===== src/hdl/lba_pkg.sv =====
// Shared constants and types of the linked block allocator.
`default_nettype none
package lba_pkg;

	localparam int NUM_BLOCKS = 64;
	localparam int NUM_FILES  = 32;

	localparam int BIDX_W  = $clog2(NUM_BLOCKS);
	localparam int FIDX_W  = (NUM_FILES > 1) ? $clog2(NUM_FILES) : 1;
	localparam int LINK_W  = 7;
	localparam int CNT_W   = 7;
	localparam int ID_W    = 8;
	localparam int SIZE_W  = 8;
	localparam int START_W = 6;
	localparam int STAT_W  = 3;

	localparam logic [LINK_W-1:0] LINK_END  = 7'd64;
	localparam logic [LINK_W-1:0] LINK_FREE = 7'd127;

	localparam logic CMD_CREATE = 1'b0;
	localparam logic CMD_DELETE = 1'b1;

	localparam logic [STAT_W-1:0] ST_OK        = 3'd0;
	localparam logic [STAT_W-1:0] ST_BAD_SIZE  = 3'd1;
	localparam logic [STAT_W-1:0] ST_FULL      = 3'd2;
	localparam logic [STAT_W-1:0] ST_EXISTS    = 3'd3;
	localparam logic [STAT_W-1:0] ST_TOO_FEW   = 3'd4;
	localparam logic [STAT_W-1:0] ST_NOT_FOUND = 3'd5;

	// Write request to the link table.
	typedef struct packed {
		logic              en;
		logic [BIDX_W-1:0] addr;
		logic [LINK_W-1:0] data;
	} link_wr_t;

	// Set or clear request to the file table.
	typedef struct packed {
		logic              set;
		logic              clr;
		logic [FIDX_W-1:0] addr;
		logic [ID_W-1:0]   id;
		logic [BIDX_W-1:0] start;
	} file_wr_t;

	// Registered read data of the file table.
	typedef struct packed {
		logic              vld;
		logic [ID_W-1:0]   id;
		logic [BIDX_W-1:0] start;
	} file_rd_t;

endpackage
`default_nettype wire


===== src/hdl/lba_link_mem.sv =====
// Block link table: synchronous memory with per-entry valid bits.
`default_nettype none
module lba_link_mem (
	input  wire logic                              clk,
	input  wire logic                              arst_n,
	input  wire logic [lba_pkg::BIDX_W-1:0]        rd_addr,
	input  wire lba_pkg::link_wr_t                 wr,
	output      logic [lba_pkg::LINK_W-1:0]        rd_data
);

	logic [lba_pkg::LINK_W-1:0] mem [lba_pkg::NUM_BLOCKS];
	logic [lba_pkg::NUM_BLOCKS-1:0] vld_q;
	logic [lba_pkg::LINK_W-1:0] rd_data_q;
	logic rd_vld_q;

	// Storage array and registered read.
	always_ff @(posedge clk) begin
		if (wr.en) begin
			mem[wr.addr] <= wr.data;
		end
		rd_data_q <= mem[rd_addr];
	end

	// Valid bits: an entry never written reads as free.
	always_ff @(posedge clk or negedge arst_n) begin
		if (!arst_n) begin
			vld_q    <= '0;
			rd_vld_q <= 1'b0;
		end else begin
			if (wr.en) begin
				vld_q[wr.addr] <= 1'b1;
			end
			rd_vld_q <= vld_q[rd_addr];
		end
	end

	assign rd_data = rd_vld_q ? rd_data_q : lba_pkg::LINK_FREE;

endmodule
`default_nettype wire


===== src/hdl/lba_file_mem.sv =====
// File table: synchronous memory of id and start block with valid bits.
`default_nettype none
module lba_file_mem (
	input  wire logic                       clk,
	input  wire logic                       arst_n,
	input  wire logic [lba_pkg::FIDX_W-1:0] rd_addr,
	input  wire lba_pkg::file_wr_t          wr,
	output      lba_pkg::file_rd_t          rd
);

	logic [lba_pkg::ID_W-1:0]   id_mem    [lba_pkg::NUM_FILES];
	logic [lba_pkg::BIDX_W-1:0] start_mem [lba_pkg::NUM_FILES];
	logic [lba_pkg::NUM_FILES-1:0] vld_q;
	logic [lba_pkg::ID_W-1:0]   rd_id_q;
	logic [lba_pkg::BIDX_W-1:0] rd_start_q;
	logic rd_vld_q;

	// Payload storage and registered read.
	always_ff @(posedge clk) begin
		if (wr.set) begin
			id_mem[wr.addr]    <= wr.id;
			start_mem[wr.addr] <= wr.start;
		end
		rd_id_q    <= id_mem[rd_addr];
		rd_start_q <= start_mem[rd_addr];
	end

	// Slot valid bits.
	always_ff @(posedge clk or negedge arst_n) begin
		if (!arst_n) begin
			vld_q    <= '0;
			rd_vld_q <= 1'b0;
		end else begin
			if (wr.set) begin
				vld_q[wr.addr] <= 1'b1;
			end else if (wr.clr) begin
				vld_q[wr.addr] <= 1'b0;
			end
			rd_vld_q <= vld_q[rd_addr];
		end
	end

	assign rd.vld   = rd_vld_q;
	assign rd.id    = rd_id_q;
	assign rd.start = rd_start_q;

endmodule
`default_nettype wire


===== src/hdl/linked_block_allocator.sv =====
// Top level of the linked block allocator: command sequencer and counters.
`default_nettype none
// One command is handled at a time. Every command other than a rejected
// create scans the file table, one slot a cycle. A create then scans the
// link table one block a cycle until enough free blocks are chained; a
// delete walks the chain through the link memory's single read port,
// with a read state and a check state for each block. A create with size
// zero or a full file table goes straight to the response state.
// The next command is accepted while the previous result beat still waits.
module linked_block_allocator (
	input  wire logic                        clk,
	input  wire logic                        arst_n,
	input  wire logic                        in_valid,
	output      logic                        in_stall,
	input  wire logic                        cmd,
	input  wire logic [lba_pkg::ID_W-1:0]    file_id,
	input  wire logic [lba_pkg::SIZE_W-1:0]  alloc_size,
	output      logic                        out_valid,
	input  wire logic                        out_stall,
	output      logic [lba_pkg::STAT_W-1:0]  status,
	output      logic [lba_pkg::START_W-1:0] start_block,
	output      logic [lba_pkg::CNT_W-1:0]   blocks_used
);

	typedef enum logic [3:0] {
		S_IDLE, S_FSCAN, S_DECIDE, S_ASCAN, S_AEND, S_WRD, S_WCK, S_WFIN, S_RESP
	} state_t;

	state_t state_q;

	logic                        cmd_q;
	logic [lba_pkg::ID_W-1:0]    id_q;
	logic [lba_pkg::SIZE_W-1:0]  size_q;
	logic [lba_pkg::FIDX_W:0]    sidx_q;
	logic                        found_q;
	logic [lba_pkg::FIDX_W-1:0]  mslot_q;
	logic [lba_pkg::BIDX_W-1:0]  fstart_q;
	logic                        hole_q;
	logic [lba_pkg::FIDX_W-1:0]  hslot_q;
	logic [lba_pkg::BIDX_W:0]    bidx_q;
	logic [lba_pkg::CNT_W-1:0]   taken_q;
	logic [lba_pkg::BIDX_W-1:0]  first_q;
	logic [lba_pkg::BIDX_W-1:0]  prev_q;
	logic [lba_pkg::LINK_W-1:0]  cur_q;
	logic [lba_pkg::CNT_W-1:0]   steps_q;
	logic [lba_pkg::CNT_W-1:0]   freed_q;
	logic [lba_pkg::CNT_W-1:0]   free_q;
	logic [lba_pkg::CNT_W-1:0]   fcnt_q;
	logic [lba_pkg::STAT_W-1:0]  r_status_q;
	logic [lba_pkg::BIDX_W-1:0]  r_start_q;
	logic [lba_pkg::CNT_W-1:0]   r_used_q;
	logic                        out_valid_q;
	logic [lba_pkg::STAT_W-1:0]  status_q;
	logic [lba_pkg::START_W-1:0] start_q;
	logic [lba_pkg::CNT_W-1:0]   used_q;

	logic [lba_pkg::BIDX_W-1:0] link_rd_addr;
	logic [lba_pkg::LINK_W-1:0] link_rd;
	lba_pkg::link_wr_t          link_wr;
	logic [lba_pkg::FIDX_W-1:0] file_rd_addr;
	lba_pkg::file_rd_t          file_rd;
	lba_pkg::file_wr_t          file_wr;

	logic [lba_pkg::FIDX_W-1:0] chk_slot;
	logic [lba_pkg::BIDX_W-1:0] blk_idx;
	logic                       take;
	logic                       accept;
	logic                       res_ok;

	lba_link_mem u_link (
		.clk     (clk),
		.arst_n  (arst_n),
		.rd_addr (link_rd_addr),
		.wr      (link_wr),
		.rd_data (link_rd)
	);

	lba_file_mem u_file (
		.clk     (clk),
		.arst_n  (arst_n),
		.rd_addr (file_rd_addr),
		.wr      (file_wr),
		.rd      (file_rd)
	);

	assign in_stall = (state_q != S_IDLE);
	assign accept   = in_valid && (state_q == S_IDLE);
	assign res_ok   = !out_valid_q || !out_stall;

	// The entry checked in a scan cycle is the one read in the cycle before.
	assign chk_slot = lba_pkg::FIDX_W'(sidx_q - 1'b1);
	assign blk_idx  = lba_pkg::BIDX_W'(bidx_q - 1'b1);
	assign take     = (state_q == S_ASCAN) && (bidx_q != '0) && (link_rd == lba_pkg::LINK_FREE);

	// Memory addresses and write requests for the current step.
	always_comb begin
		file_rd_addr  = sidx_q[lba_pkg::FIDX_W-1:0];
		link_rd_addr  = (state_q == S_WRD) ? cur_q[lba_pkg::BIDX_W-1:0]
		                                   : bidx_q[lba_pkg::BIDX_W-1:0];
		link_wr       = '0;
		file_wr       = '0;
		unique case (state_q)
			S_ASCAN: begin
				if (take && (taken_q != '0)) begin
					link_wr.en   = 1'b1;
					link_wr.addr = prev_q;
					link_wr.data = lba_pkg::LINK_W'(blk_idx);
				end
			end
			S_AEND: begin
				link_wr.en    = 1'b1;
				link_wr.addr  = prev_q;
				link_wr.data  = lba_pkg::LINK_END;
				file_wr.set   = 1'b1;
				file_wr.addr  = hslot_q;
				file_wr.id    = id_q;
				file_wr.start = first_q;
			end
			S_WCK: begin
				if (link_rd != lba_pkg::LINK_FREE) begin
					link_wr.en   = 1'b1;
					link_wr.addr = cur_q[lba_pkg::BIDX_W-1:0];
					link_wr.data = lba_pkg::LINK_FREE;
				end
			end
			S_WFIN: begin
				file_wr.clr  = 1'b1;
				file_wr.addr = mslot_q;
			end
			default: begin
			end
		endcase
	end

	// Command sequencer, counters and result registers.
	always_ff @(posedge clk or negedge arst_n) begin
		if (!arst_n) begin
			state_q     <= S_IDLE;
			free_q      <= lba_pkg::CNT_W'(lba_pkg::NUM_BLOCKS);
			fcnt_q      <= '0;
			out_valid_q <= 1'b0;
			sidx_q      <= '0;
			found_q     <= 1'b0;
			hole_q      <= 1'b0;
			bidx_q      <= '0;
			taken_q     <= '0;
			steps_q     <= '0;
			freed_q     <= '0;
		end else begin
			// The response state reloads the result register itself.
			if (out_valid_q && !out_stall && state_q != S_RESP) begin
				out_valid_q <= 1'b0;
			end
			unique case (state_q)
				S_IDLE: begin
					if (accept) begin
						cmd_q   <= cmd;
						id_q    <= file_id;
						size_q  <= alloc_size;
						sidx_q  <= '0;
						found_q <= 1'b0;
						hole_q  <= 1'b0;
						r_start_q <= '0;
						r_used_q  <= '0;
						if (cmd == lba_pkg::CMD_CREATE && alloc_size == '0) begin
							r_status_q <= lba_pkg::ST_BAD_SIZE;
							state_q    <= S_RESP;
						end else if (cmd == lba_pkg::CMD_CREATE &&
						             fcnt_q >= lba_pkg::CNT_W'(lba_pkg::NUM_FILES)) begin
							r_status_q <= lba_pkg::ST_FULL;
							state_q    <= S_RESP;
						end else begin
							state_q <= S_FSCAN;
						end
					end
				end
				S_FSCAN: begin
					if (sidx_q != '0) begin
						if (file_rd.vld && file_rd.id == id_q) begin
							found_q  <= 1'b1;
							mslot_q  <= chk_slot;
							fstart_q <= file_rd.start;
						end else if (!file_rd.vld && !hole_q) begin
							hole_q  <= 1'b1;
							hslot_q <= chk_slot;
						end
					end
					if (sidx_q == (lba_pkg::FIDX_W+1)'(lba_pkg::NUM_FILES)) begin
						state_q <= S_DECIDE;
					end else begin
						sidx_q <= sidx_q + 1'b1;
					end
				end
				S_DECIDE: begin
					if (cmd_q == lba_pkg::CMD_CREATE) begin
						if (found_q) begin
							r_status_q <= lba_pkg::ST_EXISTS;
							state_q    <= S_RESP;
						end else if ({1'b0, free_q} < size_q) begin
							r_status_q <= lba_pkg::ST_TOO_FEW;
							state_q    <= S_RESP;
						end else begin
							bidx_q  <= '0;
							taken_q <= '0;
							state_q <= S_ASCAN;
						end
					end else begin
						if (!found_q) begin
							r_status_q <= lba_pkg::ST_NOT_FOUND;
							state_q    <= S_RESP;
						end else begin
							cur_q   <= lba_pkg::LINK_W'(fstart_q);
							steps_q <= '0;
							freed_q <= '0;
							state_q <= S_WRD;
						end
					end
				end
				S_ASCAN: begin
					if (bidx_q != (lba_pkg::BIDX_W+1)'(lba_pkg::NUM_BLOCKS)) begin
						bidx_q <= bidx_q + 1'b1;
					end
					if (take) begin
						if (taken_q == '0) begin
							first_q <= blk_idx;
						end
						prev_q  <= blk_idx;
						taken_q <= taken_q + 1'b1;
						if (({1'b0, taken_q} + 8'd1) == size_q) begin
							state_q <= S_AEND;
						end
					end
				end
				S_AEND: begin
					free_q     <= free_q - taken_q;
					fcnt_q     <= fcnt_q + 1'b1;
					r_status_q <= lba_pkg::ST_OK;
					r_start_q  <= first_q;
					r_used_q   <= taken_q;
					state_q    <= S_RESP;
				end
				S_WRD: begin
					if (cur_q >= lba_pkg::LINK_W'(lba_pkg::NUM_BLOCKS) ||
					    steps_q == lba_pkg::CNT_W'(lba_pkg::NUM_BLOCKS)) begin
						state_q <= S_WFIN;
					end else begin
						state_q <= S_WCK;
					end
				end
				S_WCK: begin
					if (link_rd == lba_pkg::LINK_FREE) begin
						state_q <= S_WFIN;
					end else begin
						freed_q <= freed_q + 1'b1;
						if (link_rd == lba_pkg::LINK_END) begin
							state_q <= S_WFIN;
						end else begin
							cur_q   <= link_rd;
							steps_q <= steps_q + 1'b1;
							state_q <= S_WRD;
						end
					end
				end
				S_WFIN: begin
					free_q <= free_q + freed_q;
					if (fcnt_q != '0) begin
						fcnt_q <= fcnt_q - 1'b1;
					end
					r_status_q <= lba_pkg::ST_OK;
					r_start_q  <= fstart_q;
					r_used_q   <= freed_q;
					state_q    <= S_RESP;
				end
				S_RESP: begin
					if (res_ok) begin
						out_valid_q <= 1'b1;
						status_q    <= r_status_q;
						start_q     <= lba_pkg::START_W'(r_start_q);
						used_q      <= r_used_q;
						state_q     <= S_IDLE;
					end
				end
				default: begin
					state_q <= S_IDLE;
				end
			endcase
		end
	end

	assign out_valid   = out_valid_q;
	assign status      = status_q;
	assign start_block = start_q;
	assign blocks_used = used_q;

	// Counters never leave their ranges.
	a_free_range: assert property (@(posedge clk) disable iff (!arst_n)
		free_q <= lba_pkg::CNT_W'(lba_pkg::NUM_BLOCKS))
		else $error("free block count out of range");

	a_fcnt_range: assert property (@(posedge clk) disable iff (!arst_n)
		fcnt_q <= lba_pkg::CNT_W'(lba_pkg::NUM_FILES))
		else $error("file count out of range");

	// A failed command reports zero start and count.
	a_fail_zero: assert property (@(posedge clk) disable iff (!arst_n)
		(out_valid && status != lba_pkg::ST_OK) |-> (start_block == '0 && blocks_used == '0))
		else $error("failed command with nonzero fields");

	// An accepted command makes the block busy in the next cycle.
	a_busy: assert property (@(posedge clk) disable iff (!arst_n)
		(in_valid && !in_stall) |=> in_stall)
		else $error("command accepted without going busy");

endmodule
`default_nettype wire

===== config.mk =====
export PLATFORM = sky130hd
export DESIGN_NAME = linked_block_allocator
export DESIGN_NICKNAME = d
export VERILOG_FILES = /design/src/hdl/lba_pkg.sv /design/src/hdl/lba_link_mem.sv /design/src/hdl/lba_file_mem.sv /design/src/hdl/linked_block_allocator.sv
export SDC_FILE = /design/constraint.sdc
export NUM_CORES = 1
export LEC_CHECK = 0
export BUFFER_PORTS_ARGS = -buffer_cell sky130_fd_sc_hd__buf_4
export CAP_MARGIN = 0
export CORE_AREA = 2 2 289 291
export CTS_BUF_LIST = sky130_fd_sc_hd__clkbuf_16
export CTS_CLUSTER_DIAMETER = 50
export CTS_CLUSTER_SIZE = 30
export DETAILED_ROUTE_END_ITERATION = 16
export DIE_AREA = 0 0 291 293
export PLACE_DENSITY = 0.75
export SLEW_MARGIN = 30
export SYNTH_ARGS = -nofsm -noshare
export SYNTH_HDL_FRONTEND = slang
export SYNTH_SLANG_ARGS = --single-unit

===== constraint.sdc =====
create_clock -name clk -period 4.4 [get_ports clk]
set_input_delay 0.88 -clock clk [delete_from_list [all_inputs] [get_ports clk]]
set_output_delay 0.88 -clock clk [all_outputs]
set_load 0.01 [all_outputs]

==> impl_metrics.yaml, run 1 <==
status:
  outcome: "finished clean"
clock_network:
  clk_pin_slew_ps: 80
  cts_tree: "yes"
  clk_path_buf_depth: 3
  clock_latency_ps: 690
  cts-root-buf: "clkbuf_16"
  cts_sinks: 1154
  cts_resized: 0
  cts_setup_buffers: 0
  hold_buffers: 0
  cts_made_buffers: 103
  cts-htree-levels: 3
worst_setup_path:
  setup.worst_path.start: "state_q[2]$_DFFE_PN0P_"
  r2r-start: "state_q[2]$_DFFE_PN0P_"
  worst-path-max-fanout: 35
  worst_path_max_delay_cell: "and4bb_1"
  slowest_delay_ps: 760
  crit_chain: "and4bb_1, mux2_4, buf_4, buf_4, nand2_1, a31oi_1, nand4_1, nand3_1, and3_1"
  worstPathArrival_ps: 4550
  cpLargestDelayFamily: "simple AND/OR/NAND/NOR gates"
  endpoint_kind: "flip-flop"
  r2r_cells: 9
  cp.depth: 9
  worst_path_most_repeated_cell: "buf_4"
  required_ps: 5020
  critPathBufInv: 2
  critical_path_class: "flip-flop to flip-flop"
  cp-start-kind: "flip-flop"
routing:
  vias_per_cell: 6.40
  detail-route-antenna-nets: 0
  drt_iter0_drc: 3378
  highest_layer: "met4"
  wl_met1_mm: 42.3
  wire_per_inst_um: 26.3
  via_count: 26783
  met3WireLength_mm: 9.03
  post-route-drc-count: 0
  dr.pass1.iters: 8
  routed_wl_mm: 110
  met2WireLength_mm: 54.5
yosys:
  ys_seq_area_share_pct: 72.4
  yosysWarnings: 0
  syn-cell-area_mm2: 0.0465
  synthCells: 2919
  synth-async-reset-ratio_pct: 13.3
  synth_area_leaders: "edfxtp_1 63%, mux4_2 8.8%, dfrtp_1 8.2%, nand2_1 3.3%, nand3_1 1.6%"
  synth_edf_count: 980
  syn_avg_cell_area_um2: 15.9
  synth_top_area_share_pct: 63.2
  syn_nets: 2969
  synth_top_cell_by_area: "edfxtp_1"
  ys_types: 66
  synth_top_flop_cell: "edfxtp_1"
  synth-seq-cells: 1154
placed_design:
  dp_hpwl_mm: 66.5
  placed_cells: 3993
  port_buffers: 38
  gp_congestion: 0.906
floorplan:
  core_area_mm2: 0.0818
  dieArea_mm2: 0.0853
  die_w_um: 291
  initial_utilization_pct: 56.9
  rows: 105
  fp.dieH_um: 293
  io_pins: 39
power_and_ir_drop:
  clkPwrFrac_pct: 31.6
  cellLeakagePower_nw: 17.5
  p_comb_share_pct: 25.5
  powerDensity_mw_per_mm2: 581
  switching_share_pct: 31.9
  p_int_mw: 20.7
  ir_drop_uv: 403
  seqPwrFrac_pct: 42.9
  p_switching_mw: 9.69
global_routing:
  grt_pass1_vias: 26874
  grt_first_pass_wirelength_mm: 167
  grt_max_degree: 77
  grt_overflow: 0
  gr-usage-all-layers_pct: 26.0
  antenna_found_initial: 0
timing:
  period_share_pct: 89.4
  hold_viol: 0
  fin_crit_ps: 3930
  rsz0062_at_grt: "false"
  worst_pin_slew_ps: 977
  setup-violations-final: 0
  max_freq_ghz: 0.254
  fin_skew_ps: 88.1
  slew_headroom_pct: 34.3
  report.final.slew_viol_count: 0
  holdWs_ps: 152
flow_run:
  drv_cap: 0
cells_and_area:
  final_common_cell: "edfxtp_1"
  drive_above_1_share_pct: 19.0
  final_cell_mix: "980 x edfxtp_1, 410 x nand2_1, 182 x mux4_2"
  num_antenna_cells: 0
  instances_no_fill: 4186
  area_growth_pct: 12.2
  nNetsFinal: 3078
hold_path:
  min_path_type: "primary input to async pin"
==> sequential cells by signal (all words and copies together) (netlist names), 8 cells and up, named ones only <==
| name | flops |
|---|---|
| u_link.mem | 448 |
| u_file.id_mem | 256 |
| u_file.start_mem | 192 |
| u_link.vld_q | 64 |
| id_q | 8 |
| size_q | 8 |
| u_file.rd_id_q | 8 |
==> synth_stat cells, types with 17 or more instances <==
cell and count:
nand2_1 415, nand4_1 29, inv_1 33, mux2i_1 36, o21bai_1 66, a31oi_1 55, clkbuf_1 68, dfxtp_1 21
nand2b_1 18, nor3_1 17, mux2_2 23, and2_1 18, dfrtp_1 152, buf_2 56, buf_1 18, xor2_1 37
ha_1 27, edfxtp_1 980, nor2_1 164, a22oi_1 20, xnor2_1 23, a32oi_1 34, nand3_1 151, o21ai_0 109
mux4_2 182, a21oi_1 24
==> metal layers <==
layer  track usage, %  vias up
met1             35.5    13556
met3             3.65      262
li1                 -    11423
met5                0        -
met2             43.3     1542
met4             9.74        0
==> power groups by stage <==
stage	logic, mW	registers (mW)	clock network (mW)
final	7.73	13.0	9.60
after floorplan	5.69	12.9	0
after CTS	7.67	13.0	9.71
after detailed placement	7.58	13.3	0
after global placement	7.40	13.2	0
after global routing	8.29	13.1	10.1
==> layout make-up <==
| type | count | area [µm²] |
|---|---|---|
| clock inverters | 90 | 1120 |
| inverters | 34 | 128 |
| flip-flops and latches | 1154 | 33700 |
| multi-input cells | 1572 | 12100 |
| fillers | 5422 | 29600 |
| repair buffers | 163 | 1290 |
| clock buffers | 103 | 2580 |
| well taps | 1070 | 1340 |
==> metrics by stage <==
stage | TNS (ps) | power [mW] | utilization (%) | area, µm² | worst slack (ps)
after floorplan | -56720 | 18.6 | - | 46500 | -443
after CTS | 0 | 30.4 | 63.8 | 52200 | 502
final | 0 | 30.4 | 63.8 | 52200 | 467
after global placement | 0 | 20.6 | 59.3 | 48500 | 698
after global routing | 0 | 31.5 | 63.8 | 52200 | 218
after detailed placement | 0 | 20.8 | 59.3 | 48500 | 550
==> kinds of logic after synthesis <==
family                     share of synthesized area [%]
AOI/OAI and AO/OA                                   5.26
xor gates and xnor gates                            1.13
adders and majority gates                          0.812
buffers and inverters                               1.89
DFF                                                 72.4
muxes                                               10.3
and+or+nand+nor                                     8.27
==> worst paths after layout <==
| path | end | slack [ps] |
|---|---|---|
| worst max register to register | u_link.rd_data_q[2]$_DFF_P_ | 470 |
| worst min register to register | fstart_q[2]$_DFFE_PP_ | 410 |
| min in group clk | id_q[5]$_DFFE_PP_ | 360 |
| worst max-delay path | u_link.rd_data_q[2]$_DFF_P_ | 470 |
| max in group asynchronous | u_link.vld_q[54]$_DFFE_PN0P_ | 2600 |
| worst min-delay path | async pin | 150 |
==> worst register-to-register path: stages, from the launching register on <==
cell,delay (ps)
dfrtp_1,630
and4bb_1,770
mux2_4,600
buf_4,580
buf_4,410
nand2_1,90
a31oi_1,210
nand4_1,200
nand3_1,200
and3_1,170
(Power assumes the default switching activity.)
==> run 2, diff against run 1 <==
- CORE_AREA: 2 2 289 291 -> 2 2 275 277
- DIE_AREA: 0 0 291 293 -> 0 0 277 279
- PLACE_DENSITY: 0.75 -> 0.79
- SLEW_MARGIN: 30 -> 20
- clock period: 4.4 -> 4.1 ns (I/O delays scaled with it)
==> run 2 against run 1 <==
Effect of this change:
- cell area is 0.36% lower
- core utilization increased by 6.4 points
- flip-flop and latch count is the same
- sequential power is 8% higher
- clock skew decreased by 46 ps
- critical path depth unchanged
- clock power grew 1%
- routed wire length increased by 2.2%
- combinational power up 12%
- largest power group unchanged
==> impl_metrics.yaml, run 2 (same netlist as run 1, synthesis figures left out) <==
cells_and_area:
  top_regs: "u_link.mem x448, u_file.id_mem x256, u_file.start_mem x192"
  area_growth_pct: 11.8
  max_flop_register: "u_link.mem"
  drive_above_1_share_pct: 19.9
  instances_no_fill: 4092
  largest_register_ffs: 448
  num_antenna_cells: 0
  nNetsFinal: 3091
  final_common_cell: "edfxtp_1"
  final_cell_mix: "980 x edfxtp_1, 409 x nand2_1, 182 x mux4_2"
  finalInstanceArea_mm2: 0.0520
placed_design:
  placed_cells: 3912
  place_worst_setup_slack_ps: 169
  place_area_mm2: 0.0485
  dp_hpwl_mm: 67.7
  gp_congestion: 0.927
  port_buffers: 38
timing:
  rsz0062_at_grt: "true"
  setup-violations-final: 0
  report.final.slew_viol_count: 0
  max_freq_ghz: 0.249
  holdWs_ps: 72.8
  final.setup.worst_slack_ps: 81.9
  period_share_pct: 98.0
  fin_skew_ps: 42.2
  fin_crit_ps: 4020
  hold_viol: 0
  slew_headroom_pct: 29.6
  worst_pin_slew_ps: 1060
routing:
  dr.pass1.iters: 6
  vias_per_cell: 6.73
  routed_wl_mm: 112
  post-route-drc-count: 0
  drt_iter0_drc: 3766
  detail-route-antenna-nets: 0
  wire_per_inst_um: 27.5
  via_count: 27546
global_routing:
  grt_overflow: 0
  gr-usage-all-layers_pct: 29.5
  grt_pass1_vias: 27686
  grt_max_degree: 76
  antenna_found_initial: 2
  grt_first_pass_wirelength_mm: 170
floorplan:
  core_area_mm2: 0.0741
  rows: 100
  die_w_um: 277
  fp.dieH_um: 279
  io_pins: 39
  dieArea_mm2: 0.0773
  initial_utilization_pct: 62.8
clock_network:
  cts_tree: "yes"
  clk_path_buf_depth: 3
  cts_sinks: 1154
  clock_latency_ps: 670
  cts_made_buffers: 95
  cts-htree-levels: 3
  cts-root-buf: "clkbuf_16"
  clk_pin_slew_ps: 80
worst_setup_path:
  critPathBufInv: 2
  required_ps: 4700
  cp-start-kind: "flip-flop"
  crit_chain: "and4bb_1, mux2_2, nor2_1, buf_4, a32oi_1, a31oi_1, o41ai_1, buf_4, and3_1"
  worst-path-max-fanout: 21
  worst_path_most_repeated_cell: "buf_4"
  endpoint_kind: "flip-flop"
  reg2reg_slack_ps: 80
  cpLargestDelayFamily: "compound AO/OA/AOI/OAI gates"
  slowest_delay_ps: 690
  worstPathArrival_ps: 4620
  critical_path_class: "flip-flop to flip-flop"
  worst_path_max_delay_cell: "o41ai_1"
status:
  outcome: "finished clean"
power_and_ir_drop:
  cellLeakagePower_nw: 17.5
  ir_drop_uv: 471
  powerDensity_mw_per_mm2: 622
flow_run:
  drv_cap: 0
hold_path:
  min_path_type: "primary input to async pin"
-- run 2: where the power goes --
group | total (mW) | switching (mW) | leakage, nW | internal, mW
registers | 14.0 | 0.529 | 10.8 | 13.4
logic | 8.66 | 5.18 | 5.00 | 3.48
clock network | 9.74 | 4.81 | 1.66 | 4.93
total | 32.4 | 10.5 | 17.5 | 21.8
-- run 2: stage by stage --
stage	util, %	total power [mW]	setup TNS, ps
3_5_place_dp	65.5	22.6	0
2_1_floorplan	-	20.0	-95120
6_report	70.3	32.4	0
4_1_cts	70.2	32.3	0
3_3_place_gp	65.5	22.2	0
5_1_grt	70.3	33.5	-1320
-- run 2: path summary, 6_finish.rpt --
check	cells after the start	to	from
max	9	u_link.rd_data_q[1]$_DFF_P_	state_q[2]$_DFFE_PN0P_
min	1	state_q[3]$_DFFE_PN0P_	arst_n
max reg2reg	9	u_link.rd_data_q[1]$_DFF_P_	state_q[2]$_DFFE_PN0P_
min reg2reg	0	fstart_q[2]$_DFFE_PP_	u_file.rd_start_q[2]$_DFF_P_
max in group asynchronous	2	u_link.vld_q[49]$_DFFE_PN0P_	arst_n
min in group clk	1	id_q[1]$_DFFE_PP_	file_id[1]
-- run 2: routing by layer --
metal	global-route usage, %	wire (µm)	up-vias
met5	0	0	-
met4	12.5	4830	0
met3	4.95	10500	332
met2	48.9	56200	1826
met1	39.2	40800	13941
li1	-	-	11447
-- run 2: layout make-up --
class,instances,area [µm²]
Clock inverter,82,1010
Clock buffer,97,2430
Inverter,34,128
Sequential cell,1154,33700
Fill cell,4398,22000
Timing Repair Buffer,184,1480
Multi-Input combinational cell,1572,12100
Tap cell,969,1210
-- run 2: timing repair --
| item | 4_1_cts | 5_1_grt |
|---|---|---|
| endpoints found under the setup margin | 0 | 104 |
| hold buffers | 0 | 0 |
| setup buffers | 0 | 0 |
| gates resized for setup | 0 | 14 |
-- run 2: worst reg2reg max path: stages (launching register included) --
cell and delay, ps:
dfrtp_1 640, and4bb_1 660, mux2_2 640, nor2_1 170, buf_4 250, a32oi_1 340
a31oi_1 200, o41ai_1 690, buf_4 220, and3_1 140
